===== src/sv/lwf_pkg.sv =====
// ----------------------------------------------------------------------------
// lwf_pkg
// Shared types and constants of the lidar wall-follow steering block.
// ----------------------------------------------------------------------------
package lwf_pkg;

    localparam int SCAN_POINTS_DEFAULT = 512;

    localparam int RANGE_W   = 16;
    localparam int WIN_W     = 9;
    localparam int CFG_IDX_W = 4;
    localparam int CFG_DAT_W = 16;
    localparam int LIN_W     = 10;
    localparam int TURN_W    = 16;

    // queue between front and back
    localparam int QUEUE_DEPTH = 2;
    localparam int QPTR_W      = 1;
    localparam int QCNT_W      = 2;

    // divider sizing: largest dividend is 1500 * 65535 < 2**27
    localparam int NUM_W = 27;
    localparam int DEN_W = 17;
    localparam int DCNT_W = 5;

    localparam logic [RANGE_W-1:0] NO_RETURN = 16'hFFFF;

    // register indexes
    localparam logic [CFG_IDX_W-1:0] REG_FRONT_START    = 4'd0;
    localparam logic [CFG_IDX_W-1:0] REG_FRONT_END      = 4'd1;
    localparam logic [CFG_IDX_W-1:0] REG_RIGHT_START    = 4'd2;
    localparam logic [CFG_IDX_W-1:0] REG_RIGHT_END      = 4'd3;
    localparam logic [CFG_IDX_W-1:0] REG_SEEK_STOP_MM   = 4'd4;
    localparam logic [CFG_IDX_W-1:0] REG_WALL_TARGET_MM = 4'd5;
    localparam logic [CFG_IDX_W-1:0] REG_WALL_BAND_MM   = 4'd6;
    localparam logic [CFG_IDX_W-1:0] REG_FRONT_SLOW_MM  = 4'd7;

    // register reset values
    localparam logic [WIN_W-1:0]   FRONT_START_RST    = 9'd492;
    localparam logic [WIN_W-1:0]   FRONT_END_RST      = 9'd20;
    localparam logic [WIN_W-1:0]   RIGHT_START_RST    = 9'd422;
    localparam logic [WIN_W-1:0]   RIGHT_END_RST      = 9'd452;
    localparam logic [RANGE_W-1:0] SEEK_STOP_MM_RST   = 16'd600;
    localparam logic [RANGE_W-1:0] WALL_TARGET_MM_RST = 16'd300;
    localparam logic [RANGE_W-1:0] WALL_BAND_MM_RST   = 16'd20;
    localparam logic [RANGE_W-1:0] FRONT_SLOW_MM_RST  = 16'd1000;

    // drive constants, mm/s and mrad/s
    localparam logic [LIN_W-1:0]  SEEK_SPEED  = 10'd400;
    localparam logic [LIN_W-1:0]  CRUISE_SPEED = 10'd800;
    localparam logic [NUM_W-1:0]  K_LIN       = 27'd800;
    localparam logic [NUM_W-1:0]  K_TURN_SLOW = 27'd1500;
    localparam logic [NUM_W-1:0]  K_TURN_WALL = 27'd250;
    localparam logic [TURN_W-1:0] TURN_MIN    = 16'h8000;
    localparam logic [NUM_W-1:0]  TURN_MIN_MAG = 27'd32768;

    typedef struct packed {
        logic [WIN_W-1:0] front_start;
        logic [WIN_W-1:0] front_end;
        logic [WIN_W-1:0] right_start;
        logic [WIN_W-1:0] right_end;
    } win_cfg_t;

    typedef struct packed {
        logic [RANGE_W-1:0] seek_stop_mm;
        logic [RANGE_W-1:0] wall_target_mm;
        logic [RANGE_W-1:0] wall_band_mm;
        logic [RANGE_W-1:0] front_slow_mm;
    } ctl_cfg_t;

    typedef struct packed {
        logic [RANGE_W-1:0] front_min;
        logic [RANGE_W-1:0] right_min;
    } scan_min_t;

endpackage


===== src/sv/lwf_if.sv =====
// ----------------------------------------------------------------------------
// lwf interfaces
// Valid/ready channels: range samples in, drive commands out, register writes.
// ----------------------------------------------------------------------------
interface lwf_sample_if;
    logic                         valid;
    logic                         ready;
    logic [lwf_pkg::RANGE_W-1:0]  range_mm;
    logic                         last_sample;

    modport source (output valid, range_mm, last_sample, input ready);
    modport sink   (input valid, range_mm, last_sample, output ready);
endinterface

interface lwf_cmd_if;
    logic                              valid;
    logic                              ready;
    logic [lwf_pkg::LIN_W-1:0]         linear_speed;
    logic signed [lwf_pkg::TURN_W-1:0] turn_rate;
    logic                              wall_acquired;

    modport source (output valid, linear_speed, turn_rate, wall_acquired, input ready);
    modport sink   (input valid, linear_speed, turn_rate, wall_acquired, output ready);
endinterface

interface lwf_cfg_if;
    logic                          valid;
    logic                          ready;
    logic [lwf_pkg::CFG_IDX_W-1:0] index;
    logic [lwf_pkg::CFG_DAT_W-1:0] data;

    modport source (output valid, index, data, input ready);
    modport sink   (input valid, index, data, output ready);
endinterface


===== src/sv/lwf_front.sv =====
// ----------------------------------------------------------------------------
// lwf_front
// Sample intake: counts the index, keeps the arc minima, queues them per scan.
// ----------------------------------------------------------------------------
module lwf_front #(
    parameter int SCAN_POINTS = lwf_pkg::SCAN_POINTS_DEFAULT
) (
    input  logic                  clk,
    input  logic                  rst_n,
    lwf_sample_if.sink            sample,
    input  lwf_pkg::win_cfg_t     win,
    input  logic                  q_full,
    output logic                  q_push,
    output lwf_pkg::scan_min_t    q_data
);

    localparam int IDX_W = $clog2(SCAN_POINTS);
    localparam int CMP_W = (IDX_W > lwf_pkg::WIN_W) ? IDX_W : lwf_pkg::WIN_W;

    logic [IDX_W-1:0]            idx_reg, idx_next;
    logic [lwf_pkg::RANGE_W-1:0] fmin_reg, fmin_next;
    logic [lwf_pkg::RANGE_W-1:0] rmin_reg, rmin_next;
    logic                        xfer;
    logic                        in_front, in_right;
    logic [lwf_pkg::RANGE_W-1:0] fmin_upd, rmin_upd;

    // start >= end means the window wraps past index zero
    function automatic logic in_window(input logic [CMP_W-1:0] i,
                                       input logic [CMP_W-1:0] s,
                                       input logic [CMP_W-1:0] e);
        logic r;
        if (s < e)
            r = (i >= s) && (i <= e);
        else
            r = (i >= s) || (i <= e);
        return r;
    endfunction

    assign sample.ready = !q_full;
    assign xfer         = sample.valid && sample.ready;

    always_comb
    begin
        in_front = in_window(CMP_W'(idx_reg), CMP_W'(win.front_start), CMP_W'(win.front_end));
        in_right = in_window(CMP_W'(idx_reg), CMP_W'(win.right_start), CMP_W'(win.right_end));
        fmin_upd = (in_front && sample.range_mm < fmin_reg) ? sample.range_mm : fmin_reg;
        rmin_upd = (in_right && sample.range_mm < rmin_reg) ? sample.range_mm : rmin_reg;

        idx_next  = idx_reg;
        fmin_next = fmin_reg;
        rmin_next = rmin_reg;
        if (xfer)
        begin
            if (sample.last_sample)
            begin
                idx_next  = '0;
                fmin_next = lwf_pkg::NO_RETURN;
                rmin_next = lwf_pkg::NO_RETURN;
            end
            else
            begin
                idx_next  = (idx_reg == IDX_W'(SCAN_POINTS - 1)) ? '0 : idx_reg + 1'b1;
                fmin_next = fmin_upd;
                rmin_next = rmin_upd;
            end
        end
    end

    assign q_push           = xfer && sample.last_sample;
    assign q_data.front_min = fmin_upd;
    assign q_data.right_min = rmin_upd;

    always_ff @(posedge clk or negedge rst_n)
    begin
        if (!rst_n)
        begin
            idx_reg  <= '0;
            fmin_reg <= lwf_pkg::NO_RETURN;
            rmin_reg <= lwf_pkg::NO_RETURN;
        end
        else
        begin
            idx_reg  <= idx_next;
            fmin_reg <= fmin_next;
            rmin_reg <= rmin_next;
        end
    end

endmodule


===== src/sv/lwf_queue.sv =====
// ----------------------------------------------------------------------------
// lwf_queue
// Short FIFO of per-scan minima between the intake and the command engine.
// ----------------------------------------------------------------------------
module lwf_queue (
    input  logic                clk,
    input  logic                rst_n,
    input  logic                push,
    input  lwf_pkg::scan_min_t  push_data,
    output logic                full,
    input  logic                pop,
    output logic                pop_valid,
    output lwf_pkg::scan_min_t  pop_data
);

    lwf_pkg::scan_min_t                mem [lwf_pkg::QUEUE_DEPTH];
    logic [lwf_pkg::QPTR_W-1:0]        wr_ptr_reg, rd_ptr_reg;
    logic [lwf_pkg::QCNT_W-1:0]        cnt_reg;
    logic                              do_push, do_pop;

    assign full      = (cnt_reg == lwf_pkg::QCNT_W'(lwf_pkg::QUEUE_DEPTH));
    assign pop_valid = (cnt_reg != '0);
    assign do_push   = push && !full;
    assign do_pop    = pop && pop_valid;
    assign pop_data  = mem[rd_ptr_reg];

    always_ff @(posedge clk)
    begin
        if (do_push)
            mem[wr_ptr_reg] <= push_data;
    end

    always_ff @(posedge clk or negedge rst_n)
    begin
        if (!rst_n)
        begin
            wr_ptr_reg <= '0;
            rd_ptr_reg <= '0;
            cnt_reg    <= '0;
        end
        else
        begin
            if (do_push)
                wr_ptr_reg <= wr_ptr_reg + 1'b1;
            if (do_pop)
                rd_ptr_reg <= rd_ptr_reg + 1'b1;
            if (do_push && !do_pop)
                cnt_reg <= cnt_reg + 1'b1;
            else if (do_pop && !do_push)
                cnt_reg <= cnt_reg - 1'b1;
        end
    end

endmodule


===== src/sv/lwf_back.sv =====
// ----------------------------------------------------------------------------
// lwf_back
// Command engine: seek/follow rules, shared shift-subtract divider, output reg.
// ----------------------------------------------------------------------------
module lwf_back (
    input  logic                clk,
    input  logic                rst_n,
    input  lwf_pkg::ctl_cfg_t   ctl,
    input  logic                q_valid,
    input  lwf_pkg::scan_min_t  q_data,
    output logic                q_pop,
    lwf_cmd_if.source           cmd
);

    localparam int NW = lwf_pkg::NUM_W;
    localparam int DW = lwf_pkg::DEN_W;
    localparam int RW = lwf_pkg::RANGE_W;

    localparam logic [1:0] ST_IDLE   = 2'd0;
    localparam logic [1:0] ST_DECIDE = 2'd1;
    localparam logic [1:0] ST_DIV    = 2'd2;
    localparam logic [1:0] ST_OUT    = 2'd3;

    localparam logic [1:0] OP_LIN      = 2'd0;
    localparam logic [1:0] OP_TURN_POS = 2'd1;
    localparam logic [1:0] OP_TURN_NEG = 2'd2;

    logic [1:0]                   state_reg, state_next;
    logic [1:0]                   op_reg, op_next;
    logic                         seeking_reg, seeking_next;
    logic [RW-1:0]                fmin_reg, fmin_next;
    logic [RW-1:0]                rmin_reg, rmin_next;
    logic [NW-1:0]                quo_reg, quo_next;
    logic [DW-1:0]                den_reg, den_next;
    logic [DW-1:0]                rem_reg, rem_next;
    logic [lwf_pkg::DCNT_W-1:0]   cnt_reg, cnt_next;
    logic [lwf_pkg::LIN_W-1:0]    lin_reg, lin_next;
    logic [lwf_pkg::TURN_W-1:0]   turn_reg, turn_next;
    logic                         found_reg, found_next;
    logic                         out_valid_reg, out_valid_next;
    logic [lwf_pkg::LIN_W-1:0]    out_lin_reg, out_lin_next;
    logic [lwf_pkg::TURN_W-1:0]   out_turn_reg, out_turn_next;
    logic                         out_found_reg, out_found_next;

    logic [DW:0]                  rem_sh, rem_try;
    logic [RW:0]                  hi;
    logic [RW-1:0]                lo;
    logic                         lo_pos;
    logic                         out_free;
    logic                         div_last;

    assign out_free = !out_valid_reg || cmd.ready;
    assign q_pop    = (state_reg == ST_IDLE) && q_valid;
    assign div_last = (cnt_reg == lwf_pkg::DCNT_W'(NW - 1));

    // one quotient bit per cycle
    assign rem_sh  = {rem_reg, quo_reg[NW-1]};
    assign rem_try = rem_sh - {1'b0, den_reg};

    assign hi     = {1'b0, ctl.wall_target_mm} + {1'b0, ctl.wall_band_mm};
    assign lo     = ctl.wall_target_mm - ctl.wall_band_mm;
    assign lo_pos = ctl.wall_target_mm > ctl.wall_band_mm;

    always_comb
    begin
        state_next     = state_reg;
        op_next        = op_reg;
        seeking_next   = seeking_reg;
        fmin_next      = fmin_reg;
        rmin_next      = rmin_reg;
        quo_next       = quo_reg;
        den_next       = den_reg;
        rem_next       = rem_reg;
        cnt_next       = cnt_reg;
        lin_next       = lin_reg;
        turn_next      = turn_reg;
        found_next     = found_reg;
        out_valid_next = out_valid_reg;
        out_lin_next   = out_lin_reg;
        out_turn_next  = out_turn_reg;
        out_found_next = out_found_reg;

        if (out_valid_reg && cmd.ready)
            out_valid_next = 1'b0;

        unique case (state_reg)
            ST_IDLE:
            begin
                if (q_valid)
                begin
                    fmin_next  = q_data.front_min;
                    rmin_next  = q_data.right_min;
                    state_next = ST_DECIDE;
                end
            end
            ST_DECIDE:
            begin
                lin_next   = lwf_pkg::CRUISE_SPEED;
                turn_next  = '0;
                found_next = 1'b0;
                rem_next   = '0;
                cnt_next   = '0;
                state_next = ST_OUT;
                priority if (seeking_reg)
                begin
                    if (fmin_reg < ctl.seek_stop_mm)
                    begin
                        lin_next     = '0;
                        found_next   = 1'b1;
                        seeking_next = 1'b0;
                    end
                    else
                        lin_next = lwf_pkg::SEEK_SPEED;
                end
                else if (fmin_reg < ctl.front_slow_mm)
                begin
                    quo_next   = lwf_pkg::K_LIN * NW'(fmin_reg);
                    den_next   = DW'(ctl.front_slow_mm);
                    op_next    = OP_LIN;
                    state_next = ST_DIV;
                end
                else if (lo_pos && rmin_reg < lo)
                begin
                    quo_next   = lwf_pkg::K_TURN_WALL * NW'(lo - rmin_reg);
                    den_next   = DW'(lo);
                    op_next    = OP_TURN_POS;
                    state_next = ST_DIV;
                end
                else if (rmin_reg == lwf_pkg::NO_RETURN || {1'b0, rmin_reg} > hi)
                begin
                    if (rmin_reg == lwf_pkg::NO_RETURN || hi == '0)
                        turn_next = lwf_pkg::TURN_MIN;
                    else
                    begin
                        quo_next   = lwf_pkg::K_TURN_WALL * NW'(rmin_reg);
                        den_next   = hi;
                        op_next    = OP_TURN_NEG;
                        state_next = ST_DIV;
                    end
                end
                else
                    turn_next = '0;
            end
            ST_DIV:
            begin
                if (rem_try[DW])
                begin
                    rem_next = rem_sh[DW-1:0];
                    quo_next = {quo_reg[NW-2:0], 1'b0};
                end
                else
                begin
                    rem_next = rem_try[DW-1:0];
                    quo_next = {quo_reg[NW-2:0], 1'b1};
                end
                cnt_next = cnt_reg + 1'b1;
                if (div_last)
                begin
                    unique case (op_reg)
                        OP_LIN:
                        begin
                            // speed done, same divisor for the slow-down turn
                            lin_next = quo_next[lwf_pkg::LIN_W-1:0];
                            quo_next = lwf_pkg::K_TURN_SLOW
                                       * NW'(ctl.front_slow_mm - fmin_reg);
                            rem_next = '0;
                            cnt_next = '0;
                            op_next  = OP_TURN_POS;
                        end
                        OP_TURN_POS:
                        begin
                            turn_next  = quo_next[lwf_pkg::TURN_W-1:0];
                            state_next = ST_OUT;
                        end
                        OP_TURN_NEG:
                        begin
                            if (quo_next > lwf_pkg::TURN_MIN_MAG)
                                turn_next = lwf_pkg::TURN_MIN;
                            else
                                turn_next = '0 - quo_next[lwf_pkg::TURN_W-1:0];
                            state_next = ST_OUT;
                        end
                        default:
                            state_next = ST_OUT;
                    endcase
                end
            end
            ST_OUT:
            begin
                if (out_free)
                begin
                    out_valid_next = 1'b1;
                    out_lin_next   = lin_reg;
                    out_turn_next  = turn_reg;
                    out_found_next = found_reg;
                    state_next     = ST_IDLE;
                end
            end
            default:
                state_next = ST_IDLE;
        endcase
    end

    always_ff @(posedge clk or negedge rst_n)
    begin
        if (!rst_n)
        begin
            state_reg     <= ST_IDLE;
            seeking_reg   <= 1'b1;
            out_valid_reg <= 1'b0;
            op_reg        <= OP_LIN;
            cnt_reg       <= '0;
        end
        else
        begin
            state_reg     <= state_next;
            seeking_reg   <= seeking_next;
            out_valid_reg <= out_valid_next;
            op_reg        <= op_next;
            cnt_reg       <= cnt_next;
        end
    end

    always_ff @(posedge clk)
    begin
        fmin_reg      <= fmin_next;
        rmin_reg      <= rmin_next;
        quo_reg       <= quo_next;
        den_reg       <= den_next;
        rem_reg       <= rem_next;
        lin_reg       <= lin_next;
        turn_reg      <= turn_next;
        found_reg     <= found_next;
        out_lin_reg   <= out_lin_next;
        out_turn_reg  <= out_turn_next;
        out_found_reg <= out_found_next;
    end

    assign cmd.valid         = out_valid_reg;
    assign cmd.linear_speed  = out_lin_reg;
    assign cmd.turn_rate     = out_turn_reg;
    assign cmd.wall_acquired = out_found_reg;

endmodule


===== src/sv/lidar_wall_follow_steering_core.sv =====
// ----------------------------------------------------------------------------
// lidar_wall_follow_steering_core
// Wall-following steering controller driven by a streamed lidar scan.
// ----------------------------------------------------------------------------
// Usage:
//   sample : one range per transfer (mm, 65535 = no return), last_sample
//            closes a scan. Index counting and arc minima run at one sample
//            per cycle; ready drops only while both queue slots hold scans.
//   cmd    : one drive command per scan, held in an output register until
//            the receiver takes it.
//   cfg    : register writes, always ready; write only while the block is idle.
// After the last sample the minima pass the queue, the idle, decide and
// any divide states, the output state and the output register. The front
// slow-down case runs two shift-subtract divisions on one divider.
// A queue of two scans sits between intake and command engine, so a stalled
// receiver only holds off samples once two further scans have closed.
// Reset: seek mode, index 0, minima at no return, registers at defaults,
// no command pending.
// ----------------------------------------------------------------------------
module lidar_wall_follow_steering_core #(
    parameter int SCAN_POINTS = lwf_pkg::SCAN_POINTS_DEFAULT
) (
    input  logic        clk,
    input  logic        rst_n,
    lwf_sample_if.sink  sample,
    lwf_cmd_if.source   cmd,
    lwf_cfg_if.sink     cfg
);

    lwf_pkg::win_cfg_t   win_reg;
    lwf_pkg::ctl_cfg_t   ctl_reg;
    lwf_pkg::scan_min_t  push_data, pop_data;
    logic                q_push, q_full, q_pop, q_valid;
    logic                cfg_xfer;

    assign cfg.ready = 1'b1;
    assign cfg_xfer  = cfg.valid && cfg.ready;

    always_ff @(posedge clk or negedge rst_n)
    begin
        if (!rst_n)
        begin
            win_reg.front_start    <= lwf_pkg::FRONT_START_RST;
            win_reg.front_end      <= lwf_pkg::FRONT_END_RST;
            win_reg.right_start    <= lwf_pkg::RIGHT_START_RST;
            win_reg.right_end      <= lwf_pkg::RIGHT_END_RST;
            ctl_reg.seek_stop_mm   <= lwf_pkg::SEEK_STOP_MM_RST;
            ctl_reg.wall_target_mm <= lwf_pkg::WALL_TARGET_MM_RST;
            ctl_reg.wall_band_mm   <= lwf_pkg::WALL_BAND_MM_RST;
            ctl_reg.front_slow_mm  <= lwf_pkg::FRONT_SLOW_MM_RST;
        end
        else if (cfg_xfer)
        begin
            unique case (cfg.index)
                lwf_pkg::REG_FRONT_START:    win_reg.front_start    <= cfg.data[lwf_pkg::WIN_W-1:0];
                lwf_pkg::REG_FRONT_END:      win_reg.front_end      <= cfg.data[lwf_pkg::WIN_W-1:0];
                lwf_pkg::REG_RIGHT_START:    win_reg.right_start    <= cfg.data[lwf_pkg::WIN_W-1:0];
                lwf_pkg::REG_RIGHT_END:      win_reg.right_end      <= cfg.data[lwf_pkg::WIN_W-1:0];
                lwf_pkg::REG_SEEK_STOP_MM:   ctl_reg.seek_stop_mm   <= cfg.data;
                lwf_pkg::REG_WALL_TARGET_MM: ctl_reg.wall_target_mm <= cfg.data;
                lwf_pkg::REG_WALL_BAND_MM:   ctl_reg.wall_band_mm   <= cfg.data;
                lwf_pkg::REG_FRONT_SLOW_MM:  ctl_reg.front_slow_mm  <= cfg.data;
                default: ;
            endcase
        end
    end

    lwf_front #(
        .SCAN_POINTS (SCAN_POINTS)
    ) u_front (
        .clk    (clk),
        .rst_n  (rst_n),
        .sample (sample),
        .win    (win_reg),
        .q_full (q_full),
        .q_push (q_push),
        .q_data (push_data)
    );

    lwf_queue u_queue (
        .clk       (clk),
        .rst_n     (rst_n),
        .push      (q_push),
        .push_data (push_data),
        .full      (q_full),
        .pop       (q_pop),
        .pop_valid (q_valid),
        .pop_data  (pop_data)
    );

    lwf_back u_back (
        .clk     (clk),
        .rst_n   (rst_n),
        .ctl     (ctl_reg),
        .q_valid (q_valid),
        .q_data  (pop_data),
        .q_pop   (q_pop),
        .cmd     (cmd)
    );

    // a closed scan must never be dropped at the queue
    a_no_overflow: assert property (@(posedge clk) disable iff (!rst_n)
        q_push |-> !q_full)
        else $error("scan minima pushed into a full queue");

    a_found_stops: assert property (@(posedge clk) disable iff (!rst_n)
        (cmd.valid && cmd.wall_acquired) |-> (cmd.linear_speed == '0 && cmd.turn_rate == '0))
        else $error("wall acquired command is not a stop");

    a_speed_range: assert property (@(posedge clk) disable iff (!rst_n)
        cmd.valid |-> (cmd.linear_speed <= lwf_pkg::CRUISE_SPEED))
        else $error("linear speed above cruise speed");

    // the command engine only pops what the queue holds
    a_pop_valid: assert property (@(posedge clk) disable iff (!rst_n)
        q_pop |-> q_valid)
        else $error("pop from an empty queue");

endmodule

===== src/flat_wrapper.sv =====
// flat-port wrapper written by rule: the top's interface ports become plain ports
module lidar_wall_follow_steering_core_flat 
#(
    parameter int SCAN_POINTS = lwf_pkg::SCAN_POINTS_DEFAULT
)
  (clk, rst_n, sample_valid, sample_range_mm, sample_last_sample, sample_ready, cmd_valid, cmd_linear_speed, cmd_turn_rate, cmd_wall_acquired, cmd_ready, cfg_valid, cfg_index, cfg_data, cfg_ready);
  lwf_sample_if sample_i ();
  lwf_cmd_if cmd_i ();
  lwf_cfg_if cfg_i ();
  input  logic clk;
  input  logic rst_n;
  input wire logic [$bits(sample_i.valid)-1:0] sample_valid;
  input wire logic [$bits(sample_i.range_mm)-1:0] sample_range_mm;
  input wire logic [$bits(sample_i.last_sample)-1:0] sample_last_sample;
  output wire logic [$bits(sample_i.ready)-1:0] sample_ready;
  output wire logic [$bits(cmd_i.valid)-1:0] cmd_valid;
  output wire logic [$bits(cmd_i.linear_speed)-1:0] cmd_linear_speed;
  output wire logic [$bits(cmd_i.turn_rate)-1:0] cmd_turn_rate;
  output wire logic [$bits(cmd_i.wall_acquired)-1:0] cmd_wall_acquired;
  input wire logic [$bits(cmd_i.ready)-1:0] cmd_ready;
  input wire logic [$bits(cfg_i.valid)-1:0] cfg_valid;
  input wire logic [$bits(cfg_i.index)-1:0] cfg_index;
  input wire logic [$bits(cfg_i.data)-1:0] cfg_data;
  output wire logic [$bits(cfg_i.ready)-1:0] cfg_ready;
  assign sample_i.valid = sample_valid;
  assign sample_i.range_mm = sample_range_mm;
  assign sample_i.last_sample = sample_last_sample;
  assign sample_ready = sample_i.ready;
  assign cmd_valid = cmd_i.valid;
  assign cmd_linear_speed = cmd_i.linear_speed;
  assign cmd_turn_rate = cmd_i.turn_rate;
  assign cmd_wall_acquired = cmd_i.wall_acquired;
  assign cmd_i.ready = cmd_ready;
  assign cfg_i.valid = cfg_valid;
  assign cfg_i.index = cfg_index;
  assign cfg_i.data = cfg_data;
  assign cfg_ready = cfg_i.ready;
  lidar_wall_follow_steering_core #(.SCAN_POINTS(SCAN_POINTS)) u_core (.clk(clk), .rst_n(rst_n), .sample(sample_i), .cmd(cmd_i), .cfg(cfg_i));
endmodule

===== config.mk =====
export PLATFORM = sky130hd
export DESIGN_NAME = lidar_wall_follow_steering_core_flat
export DESIGN_NICKNAME = d
export VERILOG_FILES = /design/src/sv/lwf_pkg.sv /design/src/sv/lwf_if.sv /design/src/sv/lwf_front.sv /design/src/sv/lwf_queue.sv /design/src/sv/lwf_back.sv /design/src/sv/lidar_wall_follow_steering_core.sv /design/src/flat_wrapper.sv
export SDC_FILE = /design/constraint.sdc
export NUM_CORES = 1
export LEC_CHECK = 0
export BUFFER_PORTS_ARGS = -buffer_cell sky130_fd_sc_hd__buf_2
export CORE_MARGIN = 4
export CORE_UTILIZATION = 50
export DETAILED_ROUTE_END_ITERATION = 16
export PLACE_DENSITY_LB_ADDON = 0.1
export SYNTH_ARGS = -nofsm -noshare
export SYNTH_HDL_FRONTEND = slang
export SYNTH_SLANG_ARGS = --single-unit

===== constraint.sdc =====
create_clock -name clk -period 21 [get_ports clk]
set_input_delay 2.1 -clock clk [delete_from_list [all_inputs] [get_ports clk]]
set_output_delay 2.1 -clock clk [all_outputs]
set_load 0.03 [all_outputs]

# After elaboration in Yosys (flattened, before gate mapping)
# Memories as Yosys holds them, arrays and structs flattened. A register that Yosys moved wholly into a read port is not among the register bits.
# Index checks and enable logic that the tools add are counted.
word_totals:
  register_bits: 271
  latch_bits: 0
  mem_bits_rw: 64
  romBits: 0
  in_bits: 42
  memories: 1
op_classes:
  addsub: 12
  multipliers: 4
  div: 0
  n_lt_le_gt_ge: 14
  eq_ne: 26
  n_shift: 0
  n_mux: 71
  bitwise_logic: 1
  reduce_logical: 47
memory_table:
  columns: ["name", "depth", "width", "read_ports", "rd_ports_with_merged_regs", "wr", "line", "rtl"]
  rows:
  - ["u_core.u_queue.mem", 2, 32, 1, 1, 1, "lwf_queue.sv:16", "lwf_pkg::scan_min_t mem [lwf_pkg::QUEUE_DEPTH];"]
ops:
  columns: ["operator", "count"]
  rows:
  - ["$mux 27", 8]
  - ["$mux 16", 13]
  - ["$mux 17", 5]
  - ["$lt 16x16->1", 5]
  - ["$pmux 16 s2", 2]
  - ["$pmux 27 s2", 1]
  - ["$pmux 17 s2", 1]
  - ["$sub 16x16->17", 2]
  - ["$mux 10", 3]
  - ["$gt 27x16->1 const B", 1]
  - ["$mul 7x27->26 const A", 1]
  - ["$mul 9x27->25 const A", 1]
  - ["$mux 9", 3]
  - ["$mux 2", 13]
  - ["$mul 7x16->23 const A", 1]
  - ["$mul 5x16->21 const A", 1]
  - ["$pmux 10 s2", 1]
  - ["$reduce_and 2->1", 10]
  - ["$ge 9x9->1", 2]
  - ["$le 9x9->1", 2]
  - ["$lt 9x9->1", 2]
  - ["$sub 18x17->18", 1]
  - ["$add 16x16->17", 1]
  - ["$gt 16x17->1", 1]
  - ["39 further kinds", 94]

# Logic depth before layout (Yosys ltp)
depth:
  word_depth: 9
  depth_mapped: 36
  mapped_depth_nobuf: 35

# Modules after synthesis
# A second synthesis with hierarchy kept.
unflattened:
  hier_cells: 3179
  area_unflattened_um2: 33010.4
modules_own_cells:
  columns: ["module", "instances", "cells_per_inst", "area_each_um2", "seq_area_each_um2"]
  rows:
  - ["lwf_back", 1, 2314, 21848.5, 4690.7]
  - ["lwf_front", 1, 524, 4635.7, 1066.0]
  - ["lidar_wall_follow_steering_core", 1, 222, 3863.7, 2543.7]
  - ["lwf_queue", 1, 119, 2662.6, 2021.9]

# Worst setup path after synthesis
# Ideal clock, no wire load.
synth_timing:
  path_type: "flip-flop to flip-flop"
  start: "register u_core.ctl_reg[18] (netlist bit)"
  end: "register u_core.u_back.quo_reg[25] (data pin)"
  setup_time_ns: 0.259
  arrival_ns: 7.426
  slack_ns: 13.315
  stages_incl_launch_ff: 36
  path_buffers: 1
  path_cell_list: "dfstp_2 inv_1 ha_1 buf_4 nor2b_1 o31a_1 o31ai_1 nand2b_1 a21o_1 a21o_1 a21oi_1 xnor2_1 ha_1 nand2_1 o21ai_0 a21oi_2 o21ai_0 a21oi_1 xnor2_1 ha_1 inv_1 fa_1 fa_1 inv_1 fa_1 ha_1 a21oi_1 o21ai_0 a21o_1 a21oi_1 o21ai_0 nand3_1 nand2_1 a31oi_1 xnor2_1 a211o_1"
synth_via:
  elab_chain_len: 7
  word_cells_on_any_way: 10
  classes_between: "2 x add/sub; 1 x mul; 2 x order compare; 4 x mux; 1 x reduce/logical"
synth_rtl:
  columns: ["item", "line", "rtl"]
  rows:
  - ["from (decl)", "lidar_wall_follow_steering_core.sv:31", "lwf_pkg::ctl_cfg_t ctl_reg;"]
  - ["$sub 16x16->16", "lwf_back.sv:61", "assign lo = ctl.wall_target_mm - ctl.wall_band_mm;"]
  - ["$sub 16x16->17 or $lt 16x16->1 (tied branches)", "lwf_back.sv:124, lwf_back.sv:122", null]
  - ["$mul 7x27->26 or $logic_and 1x1->1 (tied branches)", "lwf_back.sv:124, lwf_back.sv:122", null]
  - ["$mux 27 (*)", "lwf_back.sv:122", "else if (lo_pos && rmin_reg < lo)"]
  - ["$mux 27 (*)", "lwf_back.sv:115", "else if (fmin_reg < ctl.front_slow_mm)"]
  - ["$mux 27 (*)", "lwf_back.sv:104", "priority if (seeking_reg)"]
  - ["$pmux 27 s2 (*)", "lwf_back.sv:86", "unique case (state_reg)"]
  - ["named net u_core.u_back.quo_next[25]", "lwf_back.sv:33", "logic [NW-1:0] quo_reg, quo_next;"]
  - ["to (signal assigned)", "lwf_back.sv:228", "quo_reg <= quo_next;"]
  - ["to (decl)", "lwf_back.sv:33", null]
# Mark *: on every way through the listed nets, which the timed path passes. The rest lies on a longest branch. The select of a mux whose other input is x is not followed.
# A chain may end at the register's enable or synchronous reset.

# Worst setup path after layout
# Same ends and word-level chain as after synthesis.

==> reports/qor.yml <==
outcome: "finished, final reports clean"
clockBufferDepth: 3
worstSetupPathType: "flip-flop to flip-flop"
grtUsageTotal: 0.242
setup_violations: 0
post-cts-setup-buffer-count: 0
grt_pass1_wl_um: 134000
rsz0062_at_grt: "false"
post_cts_resized: 0
fin_crit_sh: 0.428
h-tree-depth: 2
overflow: 0
tightestPinTransition_ns: 1.20
nFillCells: 5773
netlist_area_mm2: 0.0325
synthCells: 3198
antenna_found_initial: 1
io_buffers: 70
num_io_pins: 72
row_count: 93
start_kind: "flip-flop"
drt.antenna.violating_nets: 0
clock_sinks: 367
wl_per_cell_um: 20.5
n_antenna_cell: 0
place_inst: 4057
ys.flop_type: "edfxtp_1"
maxCapViolations: 0
final_common_cell: "inv_1"
cts-root-buf: "clkbuf_16"
setup_ws_ns: 12.02
synth_cell_type_count: 95
initial_core_util: 0.505
synth_nets: 3862
synth_edf_count: 211
synth_seq_cells: 367
dr.pass1.iters: 6
cp.arrival_ns: 9.29
min_period_ns: 8.98
fmax_ghz: 0.111
die_w_um: 263
synth.avg_cell_area_um2: 10.2
worstPathRequired_ns: 21.31
fp.coreArea_mm2: 0.0645
layout_common_cells: "inv_1, ha_1, edfxtp_1, a21oi_1, fa_1"
drive_gt1_frac: 0.121
nNetsFinal: 3912
maxSlewViolCount: 0
fp.dieH_um: 263
first_iter_violations: 1562
post-dp-hpwl_um: 67600
worstSetupEndpointType: "flip-flop"
crit_path_top_delay_cell: "a21oi_1"
cts_buffers: 44
hp-class: "flip-flop to flip-flop"
final.setup_skew_ns: 0.0389
die-area_mm2: 0.0692
ys_warn_count: 0
cts_tree: "yes"
max_slew_margin: 0.196
grt_pass1_vias: 23923
place_congestion: 0.954
tns_ns: 0
hold_viol: 0
finalNonFillerCells: 4138
seq_area_frac_synth: 0.317
area_growth_pct: 8.54
route.detailed.drc: 0
vias_per_cell: 5.71
grt_max_degree: 83
async_flop_share: 0.425
crit_fanout: 9
clkLatencyLatePin_ns: 0.60
wl_um: 85000
postCtsHoldBufs: 0
dp_slack_ns: 12.11
max_stage_delay_ns: 0.80
via_count: 23630
clk_pin_slew_ns: 0.06
==> routing by layer <==
metal | global-route usage | wire, um | part of all wire
met1 | 0.327 | 38200 | 0.45
met2 | 0.421 | 41400 | 0.49
met3 | 0.0266 | 3310 | 0.039
met4 | 0.0555 | 1980 | 0.023
met5 | 0 | 0 | 0
==> Yosys cell counts (all sizes together), types with 11 or more instances <==
cell type,count,area share
inv,437,0.050
ha,424,0.16
a21oi,214,0.033
edfxtp,211,0.19
fa,198,0.12
nand2,187,0.022
nor2,169,0.019
o21ai,164,0.025
mux2,124,0.043
xnor2,99,0.027
dfrtp,90,0.069
a21o,87,0.020
dfstp,66,0.053
xor2,66,0.018
clkbuf,59,0.0068
nand3,40,0.0062
nand2b,39,0.0077
a211oi,36,0.0088
nor3,35,0.0054
o21a,35,0.0081
buf,30,0.0053
a22oi,29,0.0067
nor2b,28,0.0054
o22ai,26,0.0050
nand4,22,0.0044
and3,20,0.0038
a31oi,18,0.0037
o211ai,17,0.0039
mux2i,16,0.0049
o31ai,16,0.0040
and2,14,0.0027
o2bb2ai,14,0.0038
or3,14,0.0027
a211o,11,0.0030
nor3b,11,0.0025
nor4,11,0.0023
==> metrics by stage <==
stage	utilization	hold slack, ns	cell area (um2)
final	0.548	0.418	35300
after floorplan	-	0.400	32500
after global placement	0.524	0.406	33800
after global routing	0.548	0.428	35300
after CTS	0.548	0.417	35300
after detailed placement	0.524	0.405	33800
==> cells by family (layout without fill, tap and decap cells) <==
family	count (synthesis)	count (layout)	synth area share
compound gates	753	753	0.150
flops	367	367	0.317
other cells	1	1	0.000115
fa+ha+maj	627	627	0.286
simple gates	618	618	0.0909
mux	140	140	0.0478
xor+xnor	165	165	0.0446
buf+inv	527	612	0.0627
==> cell type report <==
type | count | area, um2 | area share
clock buffer | 53 | 1200 | 0.0339
tap | 855 | 1070 | 0.0303
inverter | 438 | 1650 | 0.0466
multi-input combinational | 2304 | 20200 | 0.573
timing repair buffer | 93 | 529 | 0.0150
clock inverter | 28 | 332 | 0.00939
sequential | 367 | 10300 | 0.292
==> final timing paths <==
path                                            startpoint                               to  slack, ns  depth (start not counted)
worst min-delay path            u_core.u_back.turn_reg[14]  u_core.u_back.cmd.turn_rate[14]       0.42                          0
worst max-delay path                    u_core.ctl_reg[18]        u_core.u_back.quo_reg[25]      12.02                         28
worst max register to register          u_core.ctl_reg[18]        u_core.u_back.quo_reg[25]      12.02                         28
min in group asynchronous                            rst_n         u_core.u_back.cnt_reg[2]       1.56                          1
worst min register to register  u_core.u_back.turn_reg[14]  u_core.u_back.cmd.turn_rate[14]       0.42                          0
max in group asynchronous                            rst_n               u_core.ctl_reg[47]      17.81                          2
==> worst max-delay path, delay by kind of cell, from the launching register on <==
kind / cells / cell delay (ns)
AOI/OAI and AO/OA: 11 / 4.08
xor gates and xnor gates: 2 / 0.44
adders and majority gates: 6 / 2.66
buffers and inverters: 2 / 0.10
DFF: 1 / 0.53
and+or+nand+nor: 7 / 0.89
Power is left out: the tool's default activity adds up to more than one toggle a clock period on the data nets, which glitch-free logic cannot reach.
